===== src/rtl/core/bcpd_pkg.sv =====
// Shared types, codes and constants for the button click and long-press detector.
`default_nettype none

package bcpd_pkg;

  // Default tick counter width
  localparam int TICK_BITS_DEF = 16;

  // Configuration port geometry
  localparam int CFG_IDX_W  = 2;
  localparam int CFG_DATA_W = 16;

  // Configuration register indexes
  localparam logic [CFG_IDX_W-1:0] REG_DEBOUNCE = 2'd0;
  localparam logic [CFG_IDX_W-1:0] REG_SHORT    = 2'd1;
  localparam logic [CFG_IDX_W-1:0] REG_LONG     = 2'd2;

  // Configuration reset values
  localparam logic [2:0]            DEBOUNCE_RST = 3'd3;
  localparam logic [CFG_DATA_W-1:0] SHORT_RST    = 16'd300;
  localparam logic [CFG_DATA_W-1:0] LONG_RST     = 16'd1000;

  // Latched event codes
  localparam logic [3:0] EV_NONE   = 4'd0;
  localparam logic [3:0] EV_DOWN   = 4'd1;
  localparam logic [3:0] EV_UP     = 4'd2;
  localparam logic [3:0] EV_SINGLE = 4'd4;
  localparam logic [3:0] EV_DOUBLE = 4'd5;
  localparam logic [3:0] EV_LSTART = 4'd6;
  localparam logic [3:0] EV_HOLD   = 4'd7;
  localparam logic [3:0] EV_LUP    = 4'd8;

  // Click counts with a meaning of their own
  localparam logic [3:0] CLICKS_SINGLE = 4'd1;
  localparam logic [3:0] CLICKS_DOUBLE = 4'd2;

  // Button levels (active low)
  localparam logic LVL_PRESSED  = 1'b0;
  localparam logic LVL_RELEASED = 1'b1;

  // Event machine phases
  typedef enum logic [2:0] {
    PH_IDLE     = 3'd0,
    PH_PRESSED  = 3'd1,
    PH_WAIT     = 3'd2,
    PH_REPRESS  = 3'd3,
    PH_LONG     = 3'd5
  } phase_t;

  typedef struct packed {
    logic [2:0]            bounce_limit;
    logic [CFG_DATA_W-1:0] short_window;
    logic [CFG_DATA_W-1:0] long_window;
  } cfg_t;

  typedef struct packed {
    phase_t     phase;
    logic [3:0] press_count;
    logic [2:0] bounce_count;
    logic       stable_level;
    logic [3:0] last_event;
  } ctrl_state_t;

  typedef struct packed {
    logic [3:0] event_code;
    logic       down_pulse;
    logic       up_pulse;
    logic       repeat_pulse;
    logic       single_pulse;
    logic       double_pulse;
    logic       long_start;
    logic       long_hold;
    logic       long_up;
    logic [3:0] click_count;
  } result_t;

endpackage

`default_nettype wire


===== src/rtl/core/bcpd_step.sv =====
// One tick of debounce and event recognition: next state and result from current state.
`default_nettype none

module bcpd_step #(
  parameter int TICK_BITS = bcpd_pkg::TICK_BITS_DEF
) (
  input  bcpd_pkg::ctrl_state_t cur,
  input  logic [TICK_BITS-1:0]  elapsed,
  input  logic                  level,
  input  bcpd_pkg::cfg_t        cfg,
  output bcpd_pkg::ctrl_state_t nxt,
  output logic [TICK_BITS-1:0]  elapsed_next,
  output bcpd_pkg::result_t     res
);
  import bcpd_pkg::*;

  localparam int CMP_W = (TICK_BITS > CFG_DATA_W) ? TICK_BITS : CFG_DATA_W;

  logic [TICK_BITS-1:0] el_inc;
  logic [CMP_W-1:0]     el_w;
  logic [CMP_W-1:0]     short_w;
  logic [CMP_W-1:0]     long_w;
  logic [2:0]           bounce_inc;
  logic                 stable;
  logic [3:0]           count_inc;

  // Advance the tick counter while a sequence is running
  assign el_inc  = (cur.phase != PH_IDLE) ? TICK_BITS'(elapsed + 1'b1) : elapsed;
  assign el_w    = CMP_W'(el_inc);
  assign short_w = CMP_W'(cfg.short_window);
  assign long_w  = CMP_W'(cfg.long_window);

  assign bounce_inc = 3'(cur.bounce_count + 3'd1);
  assign count_inc  = 4'(cur.press_count + 4'd1);

  always_comb begin
    nxt          = cur;
    elapsed_next = el_inc;
    res          = '0;

    // Debounce: accept a new level after enough consecutive differing samples
    if (level != cur.stable_level) begin
      nxt.bounce_count = bounce_inc;
      if (bounce_inc >= cfg.bounce_limit) begin
        nxt.stable_level = level;
        nxt.bounce_count = 3'd0;
      end
    end else begin
      nxt.bounce_count = 3'd0;
    end
    stable = nxt.stable_level;

    // Event machine
    case (cur.phase)
      PH_IDLE: begin
        if (stable == LVL_PRESSED) begin
          nxt.last_event  = EV_DOWN;
          res.down_pulse  = 1'b1;
          elapsed_next    = '0;
          nxt.press_count = CLICKS_SINGLE;
          nxt.phase       = PH_PRESSED;
        end else begin
          nxt.last_event = EV_NONE;
        end
      end
      PH_PRESSED: begin
        if (stable == LVL_RELEASED) begin
          nxt.last_event = EV_UP;
          res.up_pulse   = 1'b1;
          elapsed_next   = '0;
          nxt.phase      = PH_WAIT;
        end else if (el_w > long_w) begin
          nxt.last_event = EV_LSTART;
          res.long_start = 1'b1;
          nxt.phase      = PH_LONG;
        end
      end
      PH_WAIT: begin
        if (stable == LVL_PRESSED) begin
          nxt.last_event   = EV_DOWN;
          res.down_pulse   = 1'b1;
          nxt.press_count  = count_inc;
          res.double_pulse = (count_inc == CLICKS_DOUBLE);
          res.repeat_pulse = 1'b1;
          elapsed_next     = '0;
          nxt.phase        = PH_REPRESS;
        end else if (el_w > short_w) begin
          if (cur.press_count == CLICKS_SINGLE) begin
            nxt.last_event   = EV_SINGLE;
            res.single_pulse = 1'b1;
          end else if (cur.press_count == CLICKS_DOUBLE) begin
            nxt.last_event = EV_DOUBLE;
          end
          nxt.phase = PH_IDLE;
        end
      end
      PH_REPRESS: begin
        if (stable == LVL_RELEASED) begin
          nxt.last_event = EV_UP;
          res.up_pulse   = 1'b1;
          if (el_w < short_w) begin
            elapsed_next = '0;
            nxt.phase    = PH_WAIT;
          end else begin
            nxt.phase = PH_IDLE;
          end
        end
      end
      PH_LONG: begin
        if (stable == LVL_PRESSED) begin
          nxt.last_event = EV_HOLD;
          res.long_hold  = 1'b1;
        end else begin
          nxt.last_event = EV_LUP;
          res.long_up    = 1'b1;
          nxt.phase      = PH_IDLE;
        end
      end
      default: begin
        // unreachable phases raise no event; ticks and debounce still advance
      end
    endcase

    res.event_code  = nxt.last_event;
    res.click_count = nxt.press_count;
  end

endmodule

`default_nettype wire


===== src/rtl/core/bcpd_out_buf.sv =====
// Two-entry output buffer that parts the result channel from the input side.
`default_nettype none

module bcpd_out_buf (
  input  logic              clk,
  input  logic              rst,
  input  logic              push,
  input  bcpd_pkg::result_t push_data,
  output logic              ready,
  output logic              valid,
  input  logic              stall,
  output bcpd_pkg::result_t head
);
  import bcpd_pkg::*;

  result_t    second;
  logic [1:0] count;
  logic       pop;

  assign valid = (count != 2'd0);
  assign ready = (count != 2'd2);
  assign pop   = valid && !stall;

  // Track occupancy
  always_ff @(posedge clk) begin
    if (rst) begin
      count <= 2'd0;
    end else begin
      count <= 2'(count + {1'b0, push} - {1'b0, pop});
    end
  end

  // Move transactions through head and second entry
  always_ff @(posedge clk) begin
    case (count)
      2'd0: begin
        if (push) head <= push_data;
      end
      2'd1: begin
        if (push && pop) head <= push_data;
        else if (push)   second <= push_data;
      end
      2'd2: begin
        if (pop) head <= second;
      end
      default: begin
      end
    endcase
  end

endmodule

`default_nettype wire


===== src/rtl/core/button_click_press_detector.sv =====
// Top level: debounced button click and long-press detector with buffered results.
// The result of each accepted transaction is registered into the output buffer and leaves it in order.
// Throughput: one tick per cycle; a two-entry output buffer absorbs a stall on the
// result side, and the input stalls only while both entries are full.
// Reset (rst, synchronous): phase idle, counters zero, level released, event none,
// configuration back to debounce 3, short window 300, long press 1000 ticks.
`default_nettype none

module button_click_press_detector #(
  parameter int TICK_BITS = bcpd_pkg::TICK_BITS_DEF
) (
  input  logic                              clk,
  input  logic                              rst,
  input  logic                              cfg_write,
  input  logic [bcpd_pkg::CFG_IDX_W-1:0]    cfg_index,
  input  logic [bcpd_pkg::CFG_DATA_W-1:0]   cfg_data,
  input  logic                              in_valid,
  output logic                              in_stall,
  input  logic                              button_level,
  output logic                              out_valid,
  input  logic                              out_stall,
  output logic [3:0]                        event_code,
  output logic                              press_down_fired,
  output logic                              press_up_fired,
  output logic                              press_repeat_fired,
  output logic                              single_click_fired,
  output logic                              double_click_fired,
  output logic                              long_start_fired,
  output logic                              long_hold_fired,
  output logic                              long_up_fired,
  output logic [3:0]                        click_count
);
  import bcpd_pkg::*;

  cfg_t                 cfg;
  ctrl_state_t          state;
  ctrl_state_t          state_next;
  logic [TICK_BITS-1:0] elapsed;
  logic [TICK_BITS-1:0] elapsed_next;
  result_t              step_res;
  result_t              head;
  logic                 buf_ready;
  logic                 accept;

  assign in_stall = !buf_ready;
  assign accept   = in_valid && buf_ready;

  // Write configuration registers
  always_ff @(posedge clk) begin
    if (rst) begin
      cfg.bounce_limit <= DEBOUNCE_RST;
      cfg.short_window <= SHORT_RST;
      cfg.long_window  <= LONG_RST;
    end else if (cfg_write) begin
      case (cfg_index)
        REG_DEBOUNCE: cfg.bounce_limit <= cfg_data[2:0];
        REG_SHORT:    cfg.short_window <= cfg_data;
        REG_LONG:     cfg.long_window  <= cfg_data;
        default: begin
        end
      endcase
    end
  end

  bcpd_step #(
    .TICK_BITS (TICK_BITS)
  ) u_step (
    .cur          (state),
    .elapsed      (elapsed),
    .level        (button_level),
    .cfg          (cfg),
    .nxt          (state_next),
    .elapsed_next (elapsed_next),
    .res          (step_res)
  );

  // Hold detector state; advance on each accepted transaction
  always_ff @(posedge clk) begin
    if (rst) begin
      state.phase        <= PH_IDLE;
      state.press_count  <= 4'd0;
      state.bounce_count <= 3'd0;
      state.stable_level <= LVL_RELEASED;
      state.last_event   <= EV_NONE;
      elapsed            <= '0;
    end else if (accept) begin
      state   <= state_next;
      elapsed <= elapsed_next;
    end
  end

  bcpd_out_buf u_out_buf (
    .clk       (clk),
    .rst       (rst),
    .push      (accept),
    .push_data (step_res),
    .ready     (buf_ready),
    .valid     (out_valid),
    .stall     (out_stall),
    .head      (head)
  );

  // Drive result fields from the buffer head
  assign event_code         = head.event_code;
  assign press_down_fired   = head.down_pulse;
  assign press_up_fired     = head.up_pulse;
  assign press_repeat_fired = head.repeat_pulse;
  assign single_click_fired = head.single_pulse;
  assign double_click_fired = head.double_pulse;
  assign long_start_fired   = head.long_start;
  assign long_hold_fired    = head.long_hold;
  assign long_up_fired      = head.long_up;
  assign click_count        = head.click_count;

endmodule

`default_nettype wire

===== config.mk =====
export PLATFORM = sky130hd
export DESIGN_NAME = button_click_press_detector
export DESIGN_NICKNAME = d
export VERILOG_FILES = /design/src/rtl/core/bcpd_pkg.sv /design/src/rtl/core/bcpd_step.sv /design/src/rtl/core/bcpd_out_buf.sv /design/src/rtl/core/button_click_press_detector.sv
export SDC_FILE = /design/constraint.sdc
export NUM_CORES = 1
export LEC_CHECK = 0
export BUFFER_PORTS_ARGS = -buffer_cell sky130_fd_sc_hd__buf_2
export CORE_AREA = 2 2 128 130
export CTS_CLUSTER_DIAMETER = 200
export CTS_CLUSTER_SIZE = 28
export DETAILED_ROUTE_END_ITERATION = 7
export DIE_AREA = 0 0 130 132
export PLACE_DENSITY = 0.57
export SETUP_SLACK_MARGIN = 0.3
export SYNTH_ARGS = -nofsm -noshare
export SYNTH_HDL_FRONTEND = slang
export SYNTH_SLANG_ARGS = --single-unit

===== constraint.sdc =====
create_clock -name clk -period 9.1 [get_ports clk]
set_input_delay 1.82 -clock clk [delete_from_list [all_inputs] [get_ports clk]]
set_output_delay 1.82 -clock clk [all_outputs]
set_load 0.02 [all_outputs]

======== Word-level counts from Yosys, hierarchy flattened ========
Index checks and enable logic that the tools add are counted.
storage, ports and cells
  output and inout bits ................... 18
  bits of input ports ..................... 24
  word-level logic and storage cells ...... 128
  flip-flop bits (word level) ............. 100
cells by class
  reductions and logical operators ........ 20
  muxes and demuxes ....................... 47
  equality and inequality tests ........... 21
  order comparisons ....................... 4
  bitwise operators ....................... 1
  $add $sub $neg .......................... 5
operators by type and width
  operator                                        number
  2-to-1 mux 16 bit                               8
  one-hot mux 16 bit (3 select lines)             2
  2-to-1 mux 4 bit                                10
  > comparator 16 bit                             2
  2-to-1 mux 3 bit                                8
  one-hot mux 4 bit (5 select lines)              1
  adder 16 x 1 -> 16 bit (second input constant)  1
  less-than comparator 16 bit                     1
  one-hot mux 3 bit (5 select lines)              1
  2-to-1 mux 1 bit                                13
  != test 2 x 1 -> 1 bit (second input constant)  5
  == test 4 x 2 -> 1 bit (second input constant)  2
  one-hot mux 4 bit (2 select lines)              1
  2-to-1 mux 7 bit                                1
  AND reduction 7 bit                             1
  == test 3 x 2 -> 1 bit (second input constant)  2
  AND reduction 2 bit                             3
  nonzero test 3 bit                              2
  nonzero test 5 bit                              1
  adder 4 x 1 -> 4 bit (second input constant)    1
  == test 2 x 1 -> 1 bit (second input constant)  2
  == test 2 bit (second input constant)           2
  == test 4 x 1 -> 1 bit (second input constant)  1
  zero test 2 bit                                 2
  other kinds (19)                                25

======== Logic depth before layout (Yosys ltp) ========
  depth in word-level cells ............... 8
  mapped depth ............................ 17
  mapped depth without buffers ............ 14

======== By module ========
A second synthesis with hierarchy kept.
second synthesis, totals
  cell total of the unflattened synthesis .. 639
  area total of the unflattened synthesis .. 6124.6 µm²
modules (own cells, without submodules)
  module                       cells an instance  area each (µm²)  instances  seq. area each (µm²)
  button_click_press_detector  284                2782.7           1          1321.3
  bcpd_step                    288                2005.7           1          0.0
  bcpd_out_buf                 67                 1336.3           1          1001.0

======== Worst setup path before layout ========
No wires, ideal clock.
  path type ............................... register -> register
  start ................................... register elapsed[4]
  end ..................................... register u_out_buf.head[12] (netlist name)
  arrival ................................. 3.310 ns
  library setup time ...................... 0.260 ns
  slack ................................... 5.530 ns
  cell stages (with the launch flop) ...... 16
  path buffers ............................ 1
  required time ........................... 8.840 ns
  clock period less this slack ............ 3.570 ns
  path through ............................ dfxtp_1 > buf_2 > and4_1 > and3_1 > nand3_1 > nor2_1 > nand3_1 > xnor2_1 > ha_1 > nand4_1 > nor4_1 > a21boi_2 > o31a_1 > o221ai_1 > a21o_1 > mux2_4
RTL lines
  what                    line                               source
  start, declared         button_click_press_detector.sv:38  logic [TICK_BITS-1:0] elapsed;
  start signal, assigned  button_click_press_detector.sv:88  elapsed <= elapsed_next;

==> impl_metrics.ini <==
[status]
outcome = finished, final reports clean

[critical_path]
critPathKind = reg -> reg
cp-end-kind = flop
ff2ff_path_depth = 14
cp_max_fo = 14
startpoint = state[14]$_SDFFE_PP0P_
crit_end = u_out_buf.head[12]$_DFFE_PP_
worstPathArrival_ns = 4.45
crit_top_cell = nand3_1
critPathRequiredTime_ns = 9.20
r2r-start = state[14]$_SDFFE_PP0P_
crit_chain = nor3_1 > and4bb_2 > nand3_1 > nor2_1 > nand3_1 > xnor2_1 > ha_1 > nand4_1 > nor4_1 > a21boi_2 > o31a_1 > o221ai_1 > a21o_1 > mux2_4
cp_slowest_cell = dfxtp_1
rr_endpoint = u_out_buf.head[12]$_DFFE_PP_
slowest_delay_ns = 0.55
worstSetupStartpointType = flop
r2r_setup_slack_ns = 4.75

[global_routing]
grt_use_met2_pct = 22.3
grt_busiest_layer = met2
grt_util_all_layers_pct = 15.0
grt_max_degree = 59
grt_pass1_vias = 4310
globalRouteMet1Util_pct = 22.1
grt_overflow = 0
met3_usage_pct = 2.96
grt_antenna_before_repair = 0
grt_first_pass_wirelength_um = 21000

[clock_network]
cts_tree = done
cts_buffers = 9
cts_buffer_depth = 2
postCtsSetupRepairBufs = 0
root_buffer = clkbuf_16
clock_latency_ns = 0.35
clk_pin_slew_ns = 0.07
cts_hold_buf = 0
clock_sinks = 100
ctsResizeCount = 0
cts.htree.levels = 3

[drt]
wl_um = 12300
drt_iter0_drc = 349
drtPass1Iterations = 5
wl_per_cell_um = 13.9
dr_total_vias = 4544
ant_nets = 0
remaining_drc_errors = 0
avgViaCountPerCell = 5.12

[timing]
period_share_pct = 47.8
setup_tns_ns = 0
slew_violations = 0
relSlewSlack_pct = 18.5
setup_viol = 0
rsz0062_at_grt = no
timing.final.ws_setup_ns = 4.75
finClkSkew_ns = 0.00731
hold_viol = 0
max_freq_mhz = 230
period_minus_slack_ns = 4.35
tightest_slew_ns = 1.19

[final_layout]
instances_no_fill = 888
final_cell_mix = nand2_1, dfxtp_1, a21oi_1
fin_util_pct = 39.0
num-nets-final = 734
multi_input_area_um2 = 2850
nFillCells = 1594
diodes = 0
area_growth_pct = 12.3
drive_gt1_share_pct = 11.3
final_common_cell = nand2_1
seq_area_um2 = 2320

[synthesis]
synthAdderAreaFrac_pct = 9.85
yosysTopAreaCellShare_pct = 24.9
synth_top_area_cell = dfxtp_1
postSynthCellCount = 637
synth.avg_cell_area_um2 = 8.57
synth_compound_area_share_pct = 15.8
syn_nets = 704
ys_async_sr_fraction_pct = 0
ys_ff_latch = 100
syn_area_um2 = 5460
synth_xor_area_share_pct = 3.21
synthTopCellsByArea = dfxtp_1, edfxtp_1, ha_1
yosys_most_used_dff = dfxtp_1
yosysSeqAreaShare_pct = 42.5
synth_enable_flop_cells = 32
synthMuxAreaShare_pct = 1.83
synth_top_family_by_area = simple AND/OR/NAND/NOR gates
ys_types = 57
yosysWarningCount = 0
synth-simple-area-share_pct = 21.5

[placed_design]
place_inst = 871
dp_hpwl_um = 8900
gp_congestion = 0.853
portBuffers = 41
post-place-ws_ns = 4.40

[floorplan]
dieWidth_um = 130
num_rows = 46
ios = 42
start_util_pct = 34.8
core_area_um2 = 15700
dieArea_um2 = 17200
die_h_um = 132

[power_and_ir_drop]
irDropWorstVdd_mv = 0.117
p_leak_nw = 2.50
p_per_area_nw_per_um2 = 203
p_total_mw = 1.25

[flow_run]
drv_cap = 0

[min_path]
hold_class = reg -> reg
-- worst min-delay path by stage --
stage / slack [ns] / startpoint / depth (start not counted) / to
2_1_floorplan: 0.44 / cfg[10]$_SDFFE_PP0P_ / 2 / cfg[10]$_SDFFE_PP0P_
3_3_place_gp: 0.45 / cfg[2]$_SDFFE_PP0P_ / 2 / cfg[2]$_SDFFE_PP0P_
3_5_place_dp: 0.45 / cfg[13]$_SDFFE_PP0P_ / 2 / cfg[13]$_SDFFE_PP0P_
4_1_cts: 0.46 / cfg[13]$_SDFFE_PP0P_ / 2 / cfg[13]$_SDFFE_PP0P_
6_report: 0.46 / cfg[13]$_SDFFE_PP0P_ / 2 / cfg[13]$_SDFFE_PP0P_
5_1_grt: 0.48 / cfg[11]$_SDFFE_PP0P_ / 2 / cfg[11]$_SDFFE_PP0P_
-- area by class of cell --
type                    instances  area share, %
inverters                      45           2.75
multi-input cells             465           46.5
well taps                     216           4.41
clock inverters                 7          0.836
flip-flops and latches        100           37.9
clock buffers                   9           3.67
repair buffers                 46           4.02
-- cell usage after synthesis, types with 3 or more instances --
| cell | instances |
|---|---|
| a211oi_1 | 4 |
| xor2_1 | 5 |
| mux2_2 | 4 |
| nor2_1 | 43 |
| clkbuf_1 | 22 |
| a21o_1 | 4 |
| a22oi_1 | 4 |
| nand2b_1 | 4 |
| xnor2_1 | 15 |
| nor3_1 | 13 |
| mux2i_1 | 4 |
| and4_1 | 3 |
| o21ai_0 | 21 |
| a31oi_1 | 6 |
| a22o_1 | 3 |
| o31ai_1 | 4 |
| nand3_1 | 23 |
| dfxtp_1 | 68 |
| nand4_1 | 8 |
| ha_1 | 43 |
| and2_1 | 4 |
| edfxtp_1 | 32 |
| nor3b_1 | 3 |
| a21oi_1 | 56 |
| nand2_1 | 124 |
| buf_2 | 3 |
| inv_1 | 43 |
| nor4_1 | 6 |
| o211ai_1 | 14 |
| and3_1 | 6 |
| nor2b_1 | 10 |
-- sequential cells by signal, summed over array words and instances, names as in the netlist --
name and cells:
cfg 35, elapsed 16, u_out_buf.head 16, u_out_buf.second 16, state 15, u_out_buf.count 2
-- stage by stage --
stage	area, um^2	hold WS (ns)
final	6130	0.458
after global routing	6130	0.479
after CTS	6120	0.459
after detailed placement	5850	0.450
after global placement	5850	0.447
after floorplan	5460	0.436
-- where the power goes --
group,internal (mW),switching (mW)
clock network,0.187,0.175
registers,0.532,0.0241
logic,0.107,0.221
total,0.826,0.420
-- logic make-up after synthesis --
| family | Yosys count |
|---|---|
| AND/OR/NAND/NOR | 257 |
| buffers and inverters | 72 |
| adder cells (fa/ha/maj) | 43 |
| XOR/XNOR | 20 |
| AO/OA/AOI/OAI | 136 |
| flip-flops | 100 |
| multiplexers | 9 |
-- critical path, delay by kind of cell, from the launching register on --
family	cells	cell delay, ns
compound gates	4	1.01
xor+xnor	1	0.19
fa+ha+maj	1	0.32
flops	1	0.55
mux	1	0.25
simple gates	7	1.77
-- routing by layer --
layer | routed length (um) | vias to the layer above
met5 | 0 | -
met4 | 138 | 0
met3 | 604 | 11
met1 | 6210 | 2115
li1 | - | 2297
met2 | 5390 | 121
(Power assumes the default switching activity.)
